### config.mk
export PLATFORM = sky130hd
export DESIGN_NAME = amr_div
export DESIGN_NICKNAME = d
export VERILOG_FILES = /design/src/hdl/amr_pkg.sv /design/src/hdl/amr_div.sv
export SDC_FILE = /design/constraint.sdc
export NUM_CORES = 1
export LEC_CHECK = 0
export ABC_AREA = 1
export BUFFER_PORTS_ARGS = -buffer_cell sky130_fd_sc_hd__buf_2
export CORE_MARGIN = 4
export CORE_UTILIZATION = 25
export DETAILED_ROUTE_END_ITERATION = 6
export GPL_ROUTABILITY_DRIVEN = 1
export GPL_TIMING_DRIVEN = 0
export PLACE_DENSITY_LB_ADDON = 0.2
export SYNTH_ARGS = -nofsm -noshare
export SYNTH_HDL_FRONTEND = slang
export SYNTH_SLANG_ARGS = --single-unit
### constraint.sdc
create_clock -name clock -period 3.7 [get_ports clock]
set_input_delay 0 -clock clock [delete_from_list [all_inputs] [get_ports clock]]
set_output_delay 0 -clock clock [all_outputs]
set_load 0.02 [all_outputs]
### src/hdl/amr_pkg.sv
// shared constants, state codes and register indexes of the level meter
// no dependencies; imported by every module of the block
`default_nettype none

package amr_pkg;

   localparam int DEF_MAX_CHANNELS = 8;
   localparam int DEF_MAX_WINDOW   = 8192;
   localparam int DEF_SAMPLE_BITS  = 24;

   localparam int CH_FIELD_W  = 3;
   localparam int WIN_REG_W   = 14;
   localparam int CNT_REG_W   = 4;
   localparam int LEVEL_W     = 24;
   localparam int FRAME_W     = 32;
   localparam int ACC_W       = 64;
   localparam int ROOT_W      = ACC_W / 2;
   localparam int RSP_DATA_W  = 2 * LEVEL_W + FRAME_W;
   localparam int RSP_USER_W  = CH_FIELD_W + 1;

   localparam int CSR_IDX_W   = 2;
   localparam int CSR_DATA_W  = 14;

   localparam logic [CSR_IDX_W-1:0] CSR_WINDOW_LENGTH = 2'd0;
   localparam logic [CSR_IDX_W-1:0] CSR_CHANNEL_COUNT = 2'd1;

   localparam logic [CNT_REG_W-1:0] RESET_CHANNEL_COUNT = 4'd2;

   typedef enum logic [3:0] {
      ST_CLEAR,
      ST_IDLE,
      ST_POS,
      ST_POS_WAIT,
      ST_READ,
      ST_ADD,
      ST_WRITE,
      ST_EMIT_RD,
      ST_EMIT_LD,
      ST_OVR_MUL,
      ST_OVR_LD,
      ST_DIV,
      ST_SQRT,
      ST_OUT
   } amr_state_type;

endpackage

`default_nettype wire

### src/hdl/amr_div.sv
// serial restoring divider, one quotient bit per cycle
// depends on amr_pkg for the operand width
`default_nettype none

module amr_div import amr_pkg::*; (
   input  logic             clock,
   input  logic             reset,
   input  logic             start,
   input  logic [ACC_W-1:0] dividend,
   input  logic [ACC_W-1:0] divisor,
   output logic             done,
   output logic [ACC_W-1:0] quotient,
   output logic [ACC_W-1:0] remainder
);

   localparam int CNT_W = $clog2(ACC_W + 1);

   logic [ACC_W-1:0] quo_ff, quo_in;
   logic [ACC_W-1:0] rem_ff, rem_in;
   logic [ACC_W-1:0] dvs_ff, dvs_in;
   logic [CNT_W-1:0] cnt_ff, cnt_in;
   logic             busy_ff, busy_in;
   logic             done_ff, done_in;
   logic [ACC_W+1:0] diff;

   always_comb begin
      quo_in  = quo_ff;
      rem_in  = rem_ff;
      dvs_in  = dvs_ff;
      cnt_in  = cnt_ff;
      busy_in = busy_ff;
      done_in = 1'b0;
      // partial remainder with the next dividend bit, minus divisor; top bit is the borrow
      diff = {1'b0, rem_ff, quo_ff[ACC_W-1]} - {2'b00, dvs_ff};
      if (start) begin
         quo_in  = dividend;
         rem_in  = '0;
         dvs_in  = divisor;
         cnt_in  = CNT_W'(ACC_W);
         busy_in = 1'b1;
      end else if (busy_ff) begin
         if (diff[ACC_W+1]) begin
            rem_in = {rem_ff[ACC_W-2:0], quo_ff[ACC_W-1]};
         end else begin
            rem_in = diff[ACC_W-1:0];
         end
         quo_in = {quo_ff[ACC_W-2:0], ~diff[ACC_W+1]};
         cnt_in = cnt_ff - CNT_W'(1);
         if (cnt_ff == CNT_W'(1)) begin
            busy_in = 1'b0;
            done_in = 1'b1;
         end
      end
   end

   always_ff @(posedge clock) begin
      if (reset) begin
         busy_ff <= 1'b0;
         done_ff <= 1'b0;
         cnt_ff  <= '0;
      end else begin
         busy_ff <= busy_in;
         done_ff <= done_in;
         cnt_ff  <= cnt_in;
      end
      quo_ff <= quo_in;
      rem_ff <= rem_in;
      dvs_ff <= dvs_in;
   end

   assign done      = done_ff;
   assign quotient  = quo_ff;
   assign remainder = rem_ff;

endmodule

`default_nettype wire

* Word level (Yosys, flattened, before mapping)
Cells that the tools add are included.
** Word-level totals
- Bits in registers :: 201
- Input bits :: 131
- Output and inout bits :: 129
- Word-level logic and storage cells :: 24
** Cells by class
- $add $sub $neg :: 2
- Equal/unequal tests :: 1
- Mux-type cells :: 9
- Bitwise gates (word level) :: 2
- Reduce and logical (&&, ||, !) cells :: 3
** Operator list (count)
- $mux W64 :: 3
- $sub A65 B64 Y66 :: 1
- $mux W7 :: 2
- $eq A7 B1 Y1 const B :: 1
- $sub A7 B1 Y7 const B :: 1
- $mux W1 :: 4
- $reduce_or A3 Y1 :: 1
- $not A1 Y1 :: 2
- $reduce_bool A2 Y1 :: 1
- $reduce_or A2 Y1 :: 1

* Logic depth before layout (Yosys ltp)
- Depth after elaboration :: 4
- Depth in mapped cells :: 19
- Gate-level depth less buffers :: 19

* Worst setup path before layout
No wires, ideal clock.
- Kind :: flip-flop to flip-flop
- From :: reg busy_ff
- To :: reg quo_ff[0], in the netlist quotient[0], enable pin
- Library setup time :: 0.454 ns
- Arrival time :: 2.589 ns
- Required time :: 3.246 ns
- Setup slack :: 0.657 ns
- Cell stages (with the launch flop) :: 4
- Path buffers :: 1
- Clock period less this slack :: 3.043 ns
- Cells stage by stage :: dfxtp_1 -> nor2_1 -> inv_1 -> clkbuf_1
** On the way
- Word-level cells in the longest chain between the ends :: 1
** Ends and longest elaborated chain
- start, declared :: RTL line amr_div.sv:22 : logic busy_ff, busy_in;
- start signal, assigned :: RTL line amr_div.sv:62 : busy_ff <= busy_in;
- $reduce_bool A2 Y1 (no line)
- end signal, assigned :: RTL line amr_div.sv:66 : quo_ff <= quo_in;
- end, declared :: RTL line amr_div.sv:18 : logic [ACC_W-1:0] quo_ff, quo_in;
No other way between the ends.
A chain may end at the register's enable or synchronous reset.

* Worst setup path in the final report
- From :: reg dvs_ff[29]
- To :: reg rem_ff[49], in the netlist remainder[49]
** On the way
- Word-level cells in the longest chain between the ends :: 2
** Ends and longest elaborated chain
- start, declared :: RTL line amr_div.sv:20 : logic [ACC_W-1:0] dvs_ff, dvs_in;
- start signal, assigned :: RTL line amr_div.sv:68 : dvs_ff <= dvs_in;
- $sub A65 B64 Y66 :: RTL line amr_div.sv:34 : diff = {1'b0, rem_ff, quo_ff[ACC_W-1]} - {2'b00, dvs_ff};
- $mux W64 :: RTL line amr_div.sv:42 : if (diff[ACC_W+1]) begin
- end signal, assigned :: RTL line amr_div.sv:67 : rem_ff <= rem_in;
- end, declared :: RTL line amr_div.sv:19 : logic [ACC_W-1:0] rem_ff, rem_in;
No other way between the ends.

==> impl_metrics.sql <==
INSERT INTO impl_metrics (metric_group, metric, value, unit) VALUES
('synth', 'synth-adder-area-share', '5.92', '%'),
('detailed_routing', 'detailedRoute.firstIterationViolations', '838', ''),
('detailed_routing', 'detailroute.via_count', '14400', ''),
('die', 'fp.dieH', '247', 'µm'),
('critical_path', 'worst_ep_arrival_time', '3.35', 'ns'),
('die', 'start_util', '25.3', '%'),
('clocking', 'cts_repair_resize_count', '0', ''),
('run_status', 'run_status', 'finished clean', ''),
('die', 'placementRows', '87', ''),
('grt', 'number_of_global_route_vias_before_repair', '14300', ''),
('critical_path', 'end_kind', 'register', ''),
('critical_path', 'crit_fanout', '10', ''),
('synth', 'largest_family_of_logic_cells_by_synthesized_area', 'simple AND/OR/NAND/NOR gates', ''),
('synth', 'synth-main-ff-cell', 'sky130_fd_sc_hd__edfxtp_1', ''),
('clocking', 'cts.htree.levels', '1', ''),
('synth', 'yosysSeqAreaShare', '37.1', '%'),
('synth', 'synth_cells', '2191', ''),
('power', 'power_consumption', '6.06', 'mW'),
('job', 'maxCapViolations', '0', ''),
('synth', 'ys_ff_latch', '201', ''),
('synth', 'synth-compound-area-share', '3.90', '%'),
('timing', 'slew_viol_final', '0', ''),
('layout', 'finalCoreUtilization', '33.1', '%'),
('die', 'die_width', '247', 'µm'),
('clocking', 'clk_latency', '0.56', 'ns'),
('grt', 'pin_count_of_the_biggest_net_entering_global_routing', '64', ''),
('synth', 'synth_top_area_share', '26.9', '%'),
('grt', 'grt_first_pass_wirelength', '84100', 'µm'),
('timing', 'max_clock_freq', '346', 'MHz'),
('synth', 'synthDominantAreaCellType', 'sky130_fd_sc_hd__edfxtp_1', ''),
('power', 'vdd_drop_max', '0.285', 'mV'),
('synth', 'post_synth.cell_area_avg', '6.52', 'µm²'),
('timing', 'rsz0062_at_grt', 'no', ''),
('layout', 'final.fill_count', '6256', ''),
('place', 'placed_insts', '3209', ''),
('die', 'num_io_pins', '260', ''),
('clocking', 'cts_inserted_buffers', '25', ''),
('synth', 'synth_nets', '2389', ''),
('layout', 'finalNonFillerCells', '3384', ''),
('critical_path', 'setup.reg_to_reg.worst_slack', '0.81', 'ns'),
('place', 'gp_congestion', '0.949', ''),
('place', 'placement.io_buffers', '259', ''),
('clocking', 'clock-root-buffer', 'sky130_fd_sc_hd__clkbuf_16', ''),
('timing', 'slew-limit-headroom', '35.1', '%'),
('critical_path', 'startpoint_type', 'register', ''),
('synth', 'synth.area.mux_share', '0', '%'),
('power', 'p_leak', '10.1', 'nW'),
('detailed_routing', 'drcViolationCount', '0', ''),
('synth', 'synth_edf_count', '128', ''),
('synth', 'yosys.area_share.xor_xnor', '1.90', '%'),
('clocking', 'clkSinkCount', '201', ''),
('grt', 'grt_overflow_total', '0', ''),
('detailed_routing', 'drt-wirelength-per-cell', '16.4', 'µm'),
('synth', 'post-synth-top-count-cell', 'sky130_fd_sc_hd__nand2_1', ''),
('timing', 'finalHoldViolations', '0', ''),
('clocking', 'worst_setup_hold_path_clk_slew', '0.06', 'ns'),
('detailed_routing', 'route.final.wire_length', '55600', 'µm'),
('die', 'fp.dieArea', '61000', 'µm²'),
('timing', 'post-route-period-util', '78.2', '%'),
('power', 'power_per_cell_area', '323', 'nW/µm²'),
('place', 'dp.final_hpwl', '45800', 'µm'),
('layout', 'n_antenna_cell', '0', ''),
('synth', 'synth.lib_cells_used.distinct', '37', ''),
('synth', 'synthTopCellsByArea', 'sky130_fd_sc_hd__edfxtp_1 27%, sky130_fd_sc_hd__nand2_1 24%, sky130_fd_sc_hd__inv_1 11%', ''),
('timing', 'worst_clock_skew', '0.0142', 'ns'),
('critical_path', 'critPathRequiredTime', '4.15', 'ns'),
('layout', 'final_layout_size_suffix_gt1_share', '13.8', '%'),
('synth', 'ys_async_sr_fraction', '0', '%'),
('timing', 'setup_violations', '0', ''),
('detailed_routing', 'vias_per_cell', '4.26', ''),
('synth', 'synth_simple_gate_area_share', '37.6', '%');
## state kept, by name (all words and copies together) (netlist names)
signal and cells:
dvs_ff 64, quotient 64, remainder 64, cnt_ff 7
busy_ff 1, done 1
## cells in the final DEF, fill, tap and decap left out, types with 2 or more instances in the layout
master | netlist | routed
sky130_fd_sc_hd__dlygate4sd3_1 | 0 | 130
sky130_fd_sc_hd__nand2_2 | 10 | 10
sky130_fd_sc_hd__a31oi_1 | 2 | 2
sky130_fd_sc_hd__nand2_1 | 917 | 917
sky130_fd_sc_hd__edfxtp_1 | 128 | 128
sky130_fd_sc_hd__bufinv_16 | 0 | 3
sky130_fd_sc_hd__nand3b_1 | 32 | 32
sky130_fd_sc_hd__nor2_4 | 4 | 4
sky130_fd_sc_hd__dfxtp_1 | 73 | 73
sky130_fd_sc_hd__clkbuf_1 | 23 | 23
sky130_fd_sc_hd__nor3_1 | 14 | 14
sky130_fd_sc_hd__a21oi_1 | 56 | 56
sky130_fd_sc_hd__o21bai_1 | 3 | 3
sky130_fd_sc_hd__nand4_1 | 14 | 14
sky130_fd_sc_hd__nor4_1 | 2 | 2
sky130_fd_sc_hd__clkbuf_8 | 0 | 2
sky130_fd_sc_hd__and2_1 | 4 | 4
sky130_fd_sc_hd__xnor2_1 | 28 | 28
sky130_fd_sc_hd__clkinv_1 | 4 | 10
sky130_fd_sc_hd__or2_2 | 2 | 2
sky130_fd_sc_hd__nand2_4 | 3 | 3
sky130_fd_sc_hd__nor2_2 | 6 | 7
sky130_fd_sc_hd__buf_2 | 11 | 269
sky130_fd_sc_hd__ha_1 | 66 | 66
sky130_fd_sc_hd__nor2_1 | 121 | 120
sky130_fd_sc_hd__buf_6 | 8 | 8
sky130_fd_sc_hd__o21ai_1 | 14 | 14
sky130_fd_sc_hd__buf_4 | 5 | 6
sky130_fd_sc_hd__clkinv_2 | 0 | 6
sky130_fd_sc_hd__xor2_1 | 3 | 3
sky130_fd_sc_hd__nand3_1 | 161 | 161
sky130_fd_sc_hd__clkbuf_16 | 0 | 25
sky130_fd_sc_hd__o21ai_0 | 31 | 31
sky130_fd_sc_hd__inv_2 | 8 | 8
sky130_fd_sc_hd__inv_1 | 431 | 431
## final cells by class
type | count | area, µm² | area share, %
clock buffers | 28 | 657 | 3.51
multi-input cells | 1500 | 7050 | 37.6
flip-flops and latches | 201 | 5310 | 28.3
inverters | 443 | 1660 | 8.88
clock inverters | 17 | 171 | 0.915
plain buffers | 47 | 273 | 1.46
well taps | 756 | 946 | 5.05
repair buffers | 392 | 2660 | 14.2
## worst paths after layout
kind	cells past startpoint	startpoint	endpoint
setup / recovery	16	dvs_ff[29]$_DFFE_PP_	remainder[49]$_SDFFE_PP0P_
hold / removal	2	divisor[4]	dvs_ff[4]$_DFFE_PP_
setup reg to reg	16	dvs_ff[29]$_DFFE_PP_	remainder[49]$_SDFFE_PP0P_
hold reg to reg	2	cnt_ff[6]$_SDFFE_PP0P_	cnt_ff[6]$_SDFFE_PP0P_
## critical path, cell delays in order, from the launching register on
cell                       delay (ns)
sky130_fd_sc_hd__edfxtp_1        0.34
sky130_fd_sc_hd__inv_1           0.05
sky130_fd_sc_hd__ha_1            0.35
sky130_fd_sc_hd__nand2_1         0.11
sky130_fd_sc_hd__nor2_1          0.24
sky130_fd_sc_hd__nand2_1         0.25
sky130_fd_sc_hd__inv_1           0.10
sky130_fd_sc_hd__nand2_1         0.06
sky130_fd_sc_hd__nand3_1         0.16
sky130_fd_sc_hd__inv_2           0.08
sky130_fd_sc_hd__nand2_4         0.10
sky130_fd_sc_hd__nand2_4         0.08
sky130_fd_sc_hd__nand2_4         0.19
sky130_fd_sc_hd__buf_4           0.27
sky130_fd_sc_hd__nand3_1         0.21
sky130_fd_sc_hd__nand2_1         0.12
sky130_fd_sc_hd__nand2_1         0.05
## repair_timing
action	in CTS	in global routing
hold buffers	130	0
setup endpoints to repair	0	0
setup buffers	0	0
hold endpoints to repair	168	0
## cell families after synthesis
| kind of cell | Yosys count |
|---|---|
| simple gates | 1294 |
| buf+inv | 490 |
| flops | 201 |
| compound gates | 108 |
| fa+ha+maj | 67 |
| xor+xnor | 31 |
## stage by stage
step	instance area, µm²	hold slack (ns)	TNS [ns]
floorplan	14300	0.0691	0
global placement	16500	0.176	-161.64
detailed placement	16600	0.178	0
CTS	18700	0.0993	0
global route	18700	0.129	0
finish	18700	0.147	0
## power breakdown
part	leakage (nW)	internal, mW	switching (mW)
Clock	0.413	1.49	1.04
Combinational	7.86	0.351	0.562
Sequential	1.87	2.55	0.0698
Total	10.1	4.39	1.67
## per-layer routing
layer  vias up  track usage [%]  wire (µm)
met2       374             30.1      25400
li1       7539                -          -
met5         -                0          0
met4         0             4.66       1540
met1      6449             23.8      25700
met3        56             3.04       2960
Note: power is estimated with default switching activity, not from simulation.
