**src/hdl/amr_pkg.sv**
```systemverilog
// shared constants, state codes and register indexes of the level meter
// no dependencies; imported by every module of the block
`default_nettype none

package amr_pkg;

   localparam int DEF_MAX_CHANNELS = 8;
   localparam int DEF_MAX_WINDOW   = 8192;
   localparam int DEF_SAMPLE_BITS  = 24;

   localparam int CH_FIELD_W  = 3;
   localparam int WIN_REG_W   = 14;
   localparam int CNT_REG_W   = 4;
   localparam int LEVEL_W     = 24;
   localparam int FRAME_W     = 32;
   localparam int ACC_W       = 64;
   localparam int ROOT_W      = ACC_W / 2;
   localparam int RSP_DATA_W  = 2 * LEVEL_W + FRAME_W;
   localparam int RSP_USER_W  = CH_FIELD_W + 1;

   localparam int CSR_IDX_W   = 2;
   localparam int CSR_DATA_W  = 14;

   localparam logic [CSR_IDX_W-1:0] CSR_WINDOW_LENGTH = 2'd0;
   localparam logic [CSR_IDX_W-1:0] CSR_CHANNEL_COUNT = 2'd1;

   localparam logic [CNT_REG_W-1:0] RESET_CHANNEL_COUNT = 4'd2;

   typedef enum logic [3:0] {
      ST_CLEAR,
      ST_IDLE,
      ST_POS,
      ST_POS_WAIT,
      ST_READ,
      ST_ADD,
      ST_WRITE,
      ST_EMIT_RD,
      ST_EMIT_LD,
      ST_OVR_MUL,
      ST_OVR_LD,
      ST_DIV,
      ST_SQRT,
      ST_OUT
   } amr_state_type;

endpackage

`default_nettype wire

```
**src/hdl/amr_isqrt.sv**
```systemverilog
// serial floor square root, two radicand bits per cycle
// depends on amr_pkg for the radicand and root widths
`default_nettype none

module amr_isqrt import amr_pkg::*; (
   input  logic              clock,
   input  logic              reset,
   input  logic              start,
   input  logic [ACC_W-1:0]  radicand,
   output logic              done,
   output logic [ROOT_W-1:0] root
);

   localparam int REM_W = ROOT_W + 4;
   localparam int CNT_W = $clog2(ROOT_W + 1);

   logic [ACC_W-1:0]  rad_ff, rad_in;
   logic [REM_W-1:0]  rem_ff, rem_in;
   logic [ROOT_W-1:0] root_ff, root_in;
   logic [CNT_W-1:0]  cnt_ff, cnt_in;
   logic              busy_ff, busy_in;
   logic              done_ff, done_in;
   logic [REM_W-1:0]  rem_sh;
   logic [REM_W-1:0]  trial;
   logic              fits;

   always_comb begin
      rad_in  = rad_ff;
      rem_in  = rem_ff;
      root_in = root_ff;
      cnt_in  = cnt_ff;
      busy_in = busy_ff;
      done_in = 1'b0;
      rem_sh  = {rem_ff[REM_W-3:0], rad_ff[ACC_W-1 -: 2]};
      trial   = REM_W'({root_ff, 2'b01});
      fits    = rem_sh >= trial;
      if (start) begin
         rad_in  = radicand;
         rem_in  = '0;
         root_in = '0;
         cnt_in  = CNT_W'(ROOT_W);
         busy_in = 1'b1;
      end else if (busy_ff) begin
         rem_in  = fits ? rem_sh - trial : rem_sh;
         root_in = {root_ff[ROOT_W-2:0], fits};
         rad_in  = {rad_ff[ACC_W-3:0], 2'b00};
         cnt_in  = cnt_ff - CNT_W'(1);
         if (cnt_ff == CNT_W'(1)) begin
            busy_in = 1'b0;
            done_in = 1'b1;
         end
      end
   end

   always_ff @(posedge clock) begin
      if (reset) begin
         busy_ff <= 1'b0;
         done_ff <= 1'b0;
         cnt_ff  <= '0;
      end else begin
         busy_ff <= busy_in;
         done_ff <= done_in;
         cnt_ff  <= cnt_in;
      end
      rad_ff  <= rad_in;
      rem_ff  <= rem_in;
      root_ff <= root_in;
   end

   assign done = done_ff;
   assign root = root_ff;

endmodule

`default_nettype wire

```
**config.mk**
```make
export PLATFORM = sky130hd
export DESIGN_NAME = amr_isqrt
export DESIGN_NICKNAME = d
export VERILOG_FILES = /design/src/hdl/amr_pkg.sv /design/src/hdl/amr_isqrt.sv
export SDC_FILE = /design/constraint.sdc
export NUM_CORES = 1
export LEC_CHECK = 0
export ABC_AREA = 1
export CORE_AREA = 2 2 119 144
export CTS_BUF_LIST = sky130_fd_sc_hd__clkbuf_4 sky130_fd_sc_hd__clkbuf_8
export CTS_CLUSTER_DIAMETER = 40
export CTS_CLUSTER_SIZE = 40
export DETAILED_ROUTE_END_ITERATION = 7
export DIE_AREA = 0 0 121 146
export DONT_BUFFER_PORTS = 1
export PLACE_DENSITY = 0.65
export SYNTH_ARGS = -nofsm -noshare
export SYNTH_HDL_FRONTEND = slang
export SYNTH_SLANG_ARGS = --single-unit
```
**constraint.sdc**
```tcl
create_clock -name clock -period 8.04 [get_ports clock]
set_clock_uncertainty 0.1 [all_clocks]
set_input_delay 1.608 -clock clock [delete_from_list [all_inputs] [get_ports clock]]
set_output_delay 1.608 -clock clock [all_outputs]
set_load 0.02 [all_outputs]
```
Word-level counts from Yosys, hierarchy flattened
Cells that the tools add are included.
Operators by class
  add/sub/neg operators: 2
  order comparisons: 1
  equal/unequal tests: 1
  multiplexer cells: 9
  bitwise logic cells: 1
  reductions and logical operators: 3
Operators by type and width (number)
  $mux W64: 2
  $ge A36 B34 Y1: 1
  $mux W34: 1
  $sub A34 B34 Y34: 1
  $mux W6: 2
  $eq A6 B1 Y1 const B: 1
  $sub A6 B1 Y6 const B: 1
  $mux W1: 4
  $reduce_or A3 Y1: 1
  $reduce_bool A2 Y1: 1
  $reduce_or A2 Y1: 1
  $not A1 Y1: 1
Word-level totals
  register bits after elaboration: 138
  input bits: 67
  output and inout bits: 33
  logic and storage cells: 24

Logic depth before layout (Yosys ltp)
Gate-level depths: netlist of run 1.
  word-level depth: 4
  depth in mapped cells: 17
  depth with buffers taken out: 17

Worst setup path before layout of run 1
No wires, ideal clock.
  kind: input -> register
  from: in start
  to: reg rad_ff[0] (enable)
  library setup time: 0.453 ns
  data arrival time: 3.775 ns
  data required time: 7.487 ns
  slack: 3.712 ns
  stages on the path: 3
  buffers on the path: 1
  cells stage by stage: nor2_1 -> inv_1 -> buf_1
Between the ends
  longest elaborated chain between the ends: 1
Ends and longest elaborated chain
  from (decl): RTL line amr_isqrt.sv:8  | input logic start,
  $reduce_bool A2 Y1 (no source line)
  to (signal assigned): RTL line amr_isqrt.sv:65  | rad_ff <= rad_in;
  to (decl): RTL line amr_isqrt.sv:17  | logic [ACC_W-1:0] rad_ff, rad_in;
No other way between the ends.
A chain may end at the register's enable or synchronous reset.

Worst setup path in the final report of run 1
  from: reg root_ff[27] (netlist: root[27])
  to: reg rem_ff[2]
Between the ends
  longest elaborated chain between the ends: 2
Ends and longest elaborated chain
  from (decl): RTL line amr_isqrt.sv:19  | logic [ROOT_W-1:0] root_ff, root_in;
  from (signal assigned): RTL line amr_isqrt.sv:67  | root_ff <= root_in;
  $ge A36 B34 Y1: RTL line amr_isqrt.sv:36  | fits = rem_sh >= trial;
  $mux W34: RTL line amr_isqrt.sv:44  | rem_in = fits ? rem_sh - trial : rem_sh;
  to (signal assigned): RTL line amr_isqrt.sv:66  | rem_ff <= rem_in;
  to (decl): RTL line amr_isqrt.sv:18  | logic [REM_W-1:0] rem_ff, rem_in;
No other way between the ends.

==> flow_summary.toml, run 1 <==
[run_status]
status = "completed"

[detailed_routing]
wl_per_cell_um = 13.7
ant_nets = 0
wirelength_um = 18500
viasPerCell = 5.01
drt_iter0_markers = 403
drc_errors = 0
drtPass1Iterations = 5
vias = 6779

[grt]
grt_util_met2 = 0.380
overflow = 0
grt_max_degree = 77
track_usage = 0.223
busiest_layer = "met2"
use_met1 = 0.274
first_global_vias = 6474
antenna_found_initial = 0
grtUsageMet3 = 0.0517
grt_pass1_wl_um = 31300

[power]
cellPowerDensity_mw_per_mm2 = 466
leakage_nw = 4.28
vdd_drop_max_mv = 0.266
power.total_mw = 4.01

[clock_network]
tritoncts = "built"
clk_transition_reported_paths_ps = 80
htreeDepth = 4
post_cts_resized = 0
cts_made_buffers = 17
cts_setup_buffers = 0
cts.sinks = 138
postCtsHoldBufs = 0
clk_latency_ps = 470
cts-root-buf = "clkbuf_8"
clk_path_buf_depth = 2

[worst_setup_path]
worstReg2RegStart = "root[27]"
path_max_fanout = 40
reg2reg_depth = 12
critPathCaptureType = "flop"
crit_start = "root[27]"
arrival_ps = 3320
rrSetupSlack_ps = 4940
startpoint_type = "flop"
path_class = "reg -> reg"
r2r_end = "rem_ff[2]"
critPathRequiredTime_ps = 8260

[min_path]
hold_path_end = "rem_ff[18]"
min-delay-start = "rem_ff[18]"
min_path_type = "reg -> reg"
min_delay_path_depth = 2

[final_layout]
multiInputGateArea_mm2 = 0.00393
seqCellArea_mm2 = 0.00340
area_delta_synth_final_pct = 6.27
num_antenna_cells = 0
nets = 1232
n_fill_cell = 1614
final_cells = 1353
drive_above_1_share = 0.0605

[synthesis]
ys_warn_count = 0
synth_cell_types = 44
yosysTopAreaCellShare = 0.237
synthArstFlopShare = 0
syn_area_mm2 = 0.00810
synthTopCellsByArea = "edfxtp_1 24%, nand2_1 22%, dfxtp_1 18%, inv_1 7.4%, ha_1 5.6%"
synth-seq-cells = 138
yosysMostFrequentCell = "nand2_1"
synth-edff-count = 64
ys_top_cells_by_count = "468 x nand2_1, 159 x inv_1, 75 x nor2_1, 74 x dfxtp_1, 64 x edfxtp_1"
ys.flop_type = "dfxtp_1"
ys_seq_area_frac = 0.420
syn-num-nets = 1243
synth_top_area_cell = "edfxtp_1"
syn_avg_cell_area_um2 = 7.10
synthesis.instances = 1140

[sta]
setup_slack_ps = 4940
drv_slew = 0
timing.setup.tns_ps = 0
period_share = 0.385
setup_viol = 0
max_freq_ghz = 0.323
tightestPinTransition_ps = 1180
hold_violations = 0
grt_setup_unrepaired = "false"
min_period_ps = 3100
slew_headroom = 0.213
whs_ps = 378

[place]
dp_cells = 1322
port_buffers = 0
routabilityCongestion = 0.925
place_hpwl_um = 13400
place_ws_ps = 4680

[floorplanning]
placementRows = 51
die_w_um = 121
initial_core_util = 0.502
die_area_mm2 = 0.0177
coreArea_mm2 = 0.0161
io_pins = 100
die_h_um = 146

[flow_run]
cap_violations = 0
==> area by class of cell <==
| type | count | area share |
|---|---|---|
| Tap cell | 212 | 0.0308 |
| Multi-Input combinational cell | 808 | 0.456 |
| Clock inverter | 13 | 0.0164 |
| Clock buffer | 18 | 0.0281 |
| Timing Repair Buffer | 3 | 0.00262 |
| Inverter | 161 | 0.0705 |
| Sequential cell | 138 | 0.395 |
==> flip-flops by register name, summed over array words and instances, names as in the netlist <==
register / count
root: 32
rem_ff: 34
rad_ff: 64
done: 1
cnt_ff: 6
busy_ff: 1
==> report_power, final <==
group / switching [mW] / internal, mW
registers: 0.0605 / 0.841
clock network: 0.289 / 0.280
logic: 1.71 / 0.836
==> layout by cell type, fill, tap and decap left out, types with 3 or more instances in the layout <==
cell	synthesis	final
a21oi_1	34	34
and3_1	3	3
buf_4	3	3
clkbuf_8	0	17
dfxtp_1	74	74
edfxtp_1	64	64
ha_1	36	36
inv_1	159	157
inv_2	2	3
inv_6	0	5
nand2_1	468	468
nand2_2	6	6
nand3_1	42	42
nand3b_1	4	4
nand4_1	11	11
nor2_1	75	75
nor2_2	12	12
nor3_1	6	6
o211ai_2	3	3
o21ai_0	31	31
o21bai_1	4	4
o22ai_1	31	31
or2_1	3	3
xnor2_1	17	17
==> per-layer routing <==
metal	wire, um	up-vias
li1	-	3572
met1	8240	3023
met2	8940	146
met4	454	0
met5	0	-
met3	869	38
==> worst max path at each step <==
stage	endpoint	cells past startpoint
5_1_grt	rem_ff[16]	7
3_5_place_dp	rad_ff[28]	3
2_1_floorplan	rad_ff[0]	3
4_1_cts	rem_ff[2]	14
6_report	rem_ff[2]	12
3_3_place_gp	rad_ff[28]	3
==> logic make-up after synthesis <==
kind of cell | count (synthesis) | share of synthesized area
xor+xnor | 19 | 0.0206
flops | 138 | 0.420
compound gates | 112 | 0.0816
fa+ha+maj | 36 | 0.0556
buf+inv | 194 | 0.0950
simple gates | 641 | 0.327
==> per-stage QoR <==
stage | cell area (um2) | utilization
final | 8610 | 0.533
after global routing | 8610 | 0.533
after floorplan | 8100 | -
after detailed placement | 8220 | 0.509
after global placement | 8220 | 0.509
after CTS | 8610 | 0.533
==> critical path, stage by stage (launching register included) <==
cell and delay [ps]:
dfxtp_1 450, inv_1 130, ha_1 370, inv_1 100, o21ai_0 120, a21oi_1 230
nand2_1 130, a21oi_4 310, nand2_4 360, inv_2 370, nand2_1 80, nand3_1 90
o21ai_0 90
Note: power is estimated with default switching activity, not from simulation.
==> run 2, diff against run 1 <==
Settings changed: ABC_AREA 1 to 0, CORE_AREA 2 2 119 144 to 2 2 115 139, DIE_AREA 0 0 121 146 to 0 0 117 141.
Clock period 8.04 ns to 3.2 ns, I/O delays scaled along.
==> run 2 against run 1 <==
Net effect: critical path depth decreased by 1; global-route usage decreased by 0.45 points; first-iteration DRC count down 32%; via count is 13% lower; final cell count decreased by 23%; non-clock buffer count is 69 higher; synthesized area shrank 6.1%; hold slack worse by 230 ps; routed wire length decreased by 6.4%; clock power increased to 2.7 times the previous value; total power rose by 71%; register-to-register slack got worse by 4800 ps; largest cell class unchanged.
==> flow_summary.toml, run 2 <==
[detailed_routing]
ant_nets = 0
viasPerCell = 5.67
vias = 5879
drtPass1Iterations = 5
drc_errors = 0
drt_iter0_markers = 273
wl_per_cell_um = 16.7
wirelength_um = 17300

[synthesis]
synth_compound_area_frac = 0.145
ys_top_cells_by_count = "85 x nor2_1, 74 x dfxtp_1, 67 x nand2_1, 64 x edfxtp_1, 63 x mux2_2"
synth_cell_types = 63
ys_seq_area_frac = 0.447
synth_mux_area_frac = 0.141
synthAdderAreaFrac = 0.0592
yosys.area_share.xor_xnor = 0.0242
synth_top_area_cell = "edfxtp_1"
yosysTopAreaCellShare = 0.253
synth_simple_gate_area_frac = 0.140
ys_warn_count = 0
synth_top_family_by_area = "compound AO/OA/AOI/OAI gates"
synthArstFlopShare = 0
synthTopCellsByArea = "edfxtp_1 25%, dfxtp_1 19%, mux2_2 9.3%, ha_1 5.9%, mux2i_1 4.7%"
syn_avg_cell_area_um2 = 9.96
synthesis.instances = 764
yosysMostFrequentCell = "nor2_1"
synth-seq-cells = 138
ys.flop_type = "dfxtp_1"
synth-edff-count = 64
syn_area_mm2 = 0.00761
syn-num-nets = 867

[grt]
grt_max_degree = 131
first_global_vias = 6023
antenna_found_initial = 0
overflow = 0
track_usage = 0.219
grt_pass1_wl_um = 28700

[worst_setup_path]
critPathCaptureType = "flop"
path_max_fanout = 27
path_cells = "inv_1, ha_1, nand4_1, nor4_2, nand2_1, o21ai_4, a2111o_1, nand2_2, buf_12, or3_1, a311oi_1"
arrival_ps = 3320
crit_path_max_incr_delay_ps = 420
startpoint_type = "flop"
r2r_end = "rem_ff[25]"
critPathRequiredTime_ps = 3460
cp_slowest_cell = "nor4_2"
worstReg2RegStart = "root[15]"
rrSetupSlack_ps = 130
reg2reg_depth = 11
path_class = "reg -> reg"

[sta]
max_freq_ghz = 0.326
hold_violations = 0
slew_headroom = 0.518
min_period_ps = 3070
setup_viol = 0
drv_slew = 0
timing.setup.tns_ps = 0
period_share = 0.958
tightestPinTransition_ps = 723
whs_ps = 151

[place]
port_buffers = 0
place_hpwl_um = 12000
routabilityCongestion = 0.899

[final_layout]
area_delta_synth_final_pct = 15.2
largest_register_ff_count = 64
multiInputGateArea_mm2 = 0.00393
n_fill_cell = 1372
final_cell_mix = "85 x nor2_1, 73 x dfxtp_1, 70 x buf_4"
num_antenna_cells = 0
regMostFlops = "rad_ff"
drive_above_1_share = 0.228
seqCellArea_mm2 = 0.00341
layout_commonest_cell = "nor2_1"
nets = 919

[floorplanning]
initial_core_util = 0.496
io_pins = 100
coreArea_mm2 = 0.0153
placementRows = 50
die_h_um = 141
die_w_um = 117
die_area_mm2 = 0.0165

[flow_run]
cap_violations = 0

[min_path]
min_path_type = "in -> reg"
min-delay-start = "reset"
min_delay_path_depth = 1
hold_path_end = "busy_ff"

[clock_network]
cts-root-buf = "clkbuf_8"
cts.sinks = 138
htreeDepth = 4
tritoncts = "built"
clk_latency_ps = 450
clk_transition_reported_paths_ps = 80
cts_made_buffers = 17
clk_path_buf_depth = 2

[power]
p_seq_frac = 0.320
leakage_nw = 3.43
vdd_drop_max_mv = 0.359
p_comb_frac = 0.457
p_sw_mw = 2.63
clock_power_share = 0.224
internal-power_mw = 4.22
power_switching_share = 0.383
power.total_mw = 6.85
cellPowerDensity_mw_per_mm2 = 782

[run_status]
status = "completed"
run 2: cell count changes after synthesis, moves of 9 or more:
cell	delta
nand3_1	-31
a21o_1	+13
mux2_2	+63
nor2_2	-12
inv_1	-116
nand2_1	-401
a311oi_1	+19
mux2i_1	+36
o22ai_1	-31
or3_1	+9
nor2_1	+10
o21a_1	+11
o21ai_0	-11
run 2: worst max path at each step:
stage | startpoint | end | slack, ps
6_report | root[15] | rem_ff[25] | 130
5_1_grt | root[15] | rem_ff[25] | -50
4_1_cts | rad_ff[63] | rem_ff[19] | 80
3_5_place_dp | rad_ff[63] | rem_ff[19] | 90
3_3_place_gp | root[15] | rem_ff[33] | 240
2_1_floorplan | start | rad_ff[0] | 120
run 2: what timing repair did:
item | in CTS | in global routing
setup endpoints to repair | 0 | 13
hold buffers | 0 | 0
resized for setup | 0 | 12
setup buffers | 0 | 9
run 2: layer usage:
layer,part of all wire,global-route usage
met1,0.40,0.257
met3,0.063,0.0623
met5,0,0
met4,0.027,0.0985
met2,0.51,0.368
run 2: logic make-up (layout without fill, tap and decap cells):
logic type,Yosys count,in the layout
xor+xnor,21,21
fa+ha+maj,36,36
flops,138,138
mux,99,99
buf+inv,84,149
simple gates,232,232
compound gates,154,154
run 2: layout make-up:
type | count | area share
sequential | 138 | 0.389
clock inverter | 15 | 0.0217
inverter | 45 | 0.0193
timing repair buffer | 72 | 0.0646
multi-input combinational | 542 | 0.449
clock buffer | 17 | 0.0267
tap | 208 | 0.0297
run 2: power by group through the flow:
stage,sequential (mW),clock (mW),combinational [mW]
4_1_cts,2.19,1.58,2.93
6_report,2.19,1.53,3.13
3_3_place_gp,2.23,0,2.85
3_5_place_dp,2.23,0,2.91
5_1_grt,2.22,1.64,3.45
2_1_floorplan,2.19,0,2.20
run 2: worst max-delay path: cells and delay by family (launching register included):
kind	cells	cell delay, ps
AO/OA/AOI/OAI	3	680
adder cells (fa/ha/maj)	1	380
buffers and inverters	2	220
flip-flops	1	340
AND/OR/NAND/NOR	5	1270
run 2: per-stage QoR:
stage                     cells   util  cell area (um2)  setup slack [ps]
final                      1037  0.572             8760               134
after global routing       1037  0.572             8760             -54.6
after CTS                  1028  0.563             8630              83.0
after detailed placement    996  0.535             8210              94.9
after global placement      996  0.535             8210               238
after floorplan             764      -             7610               124
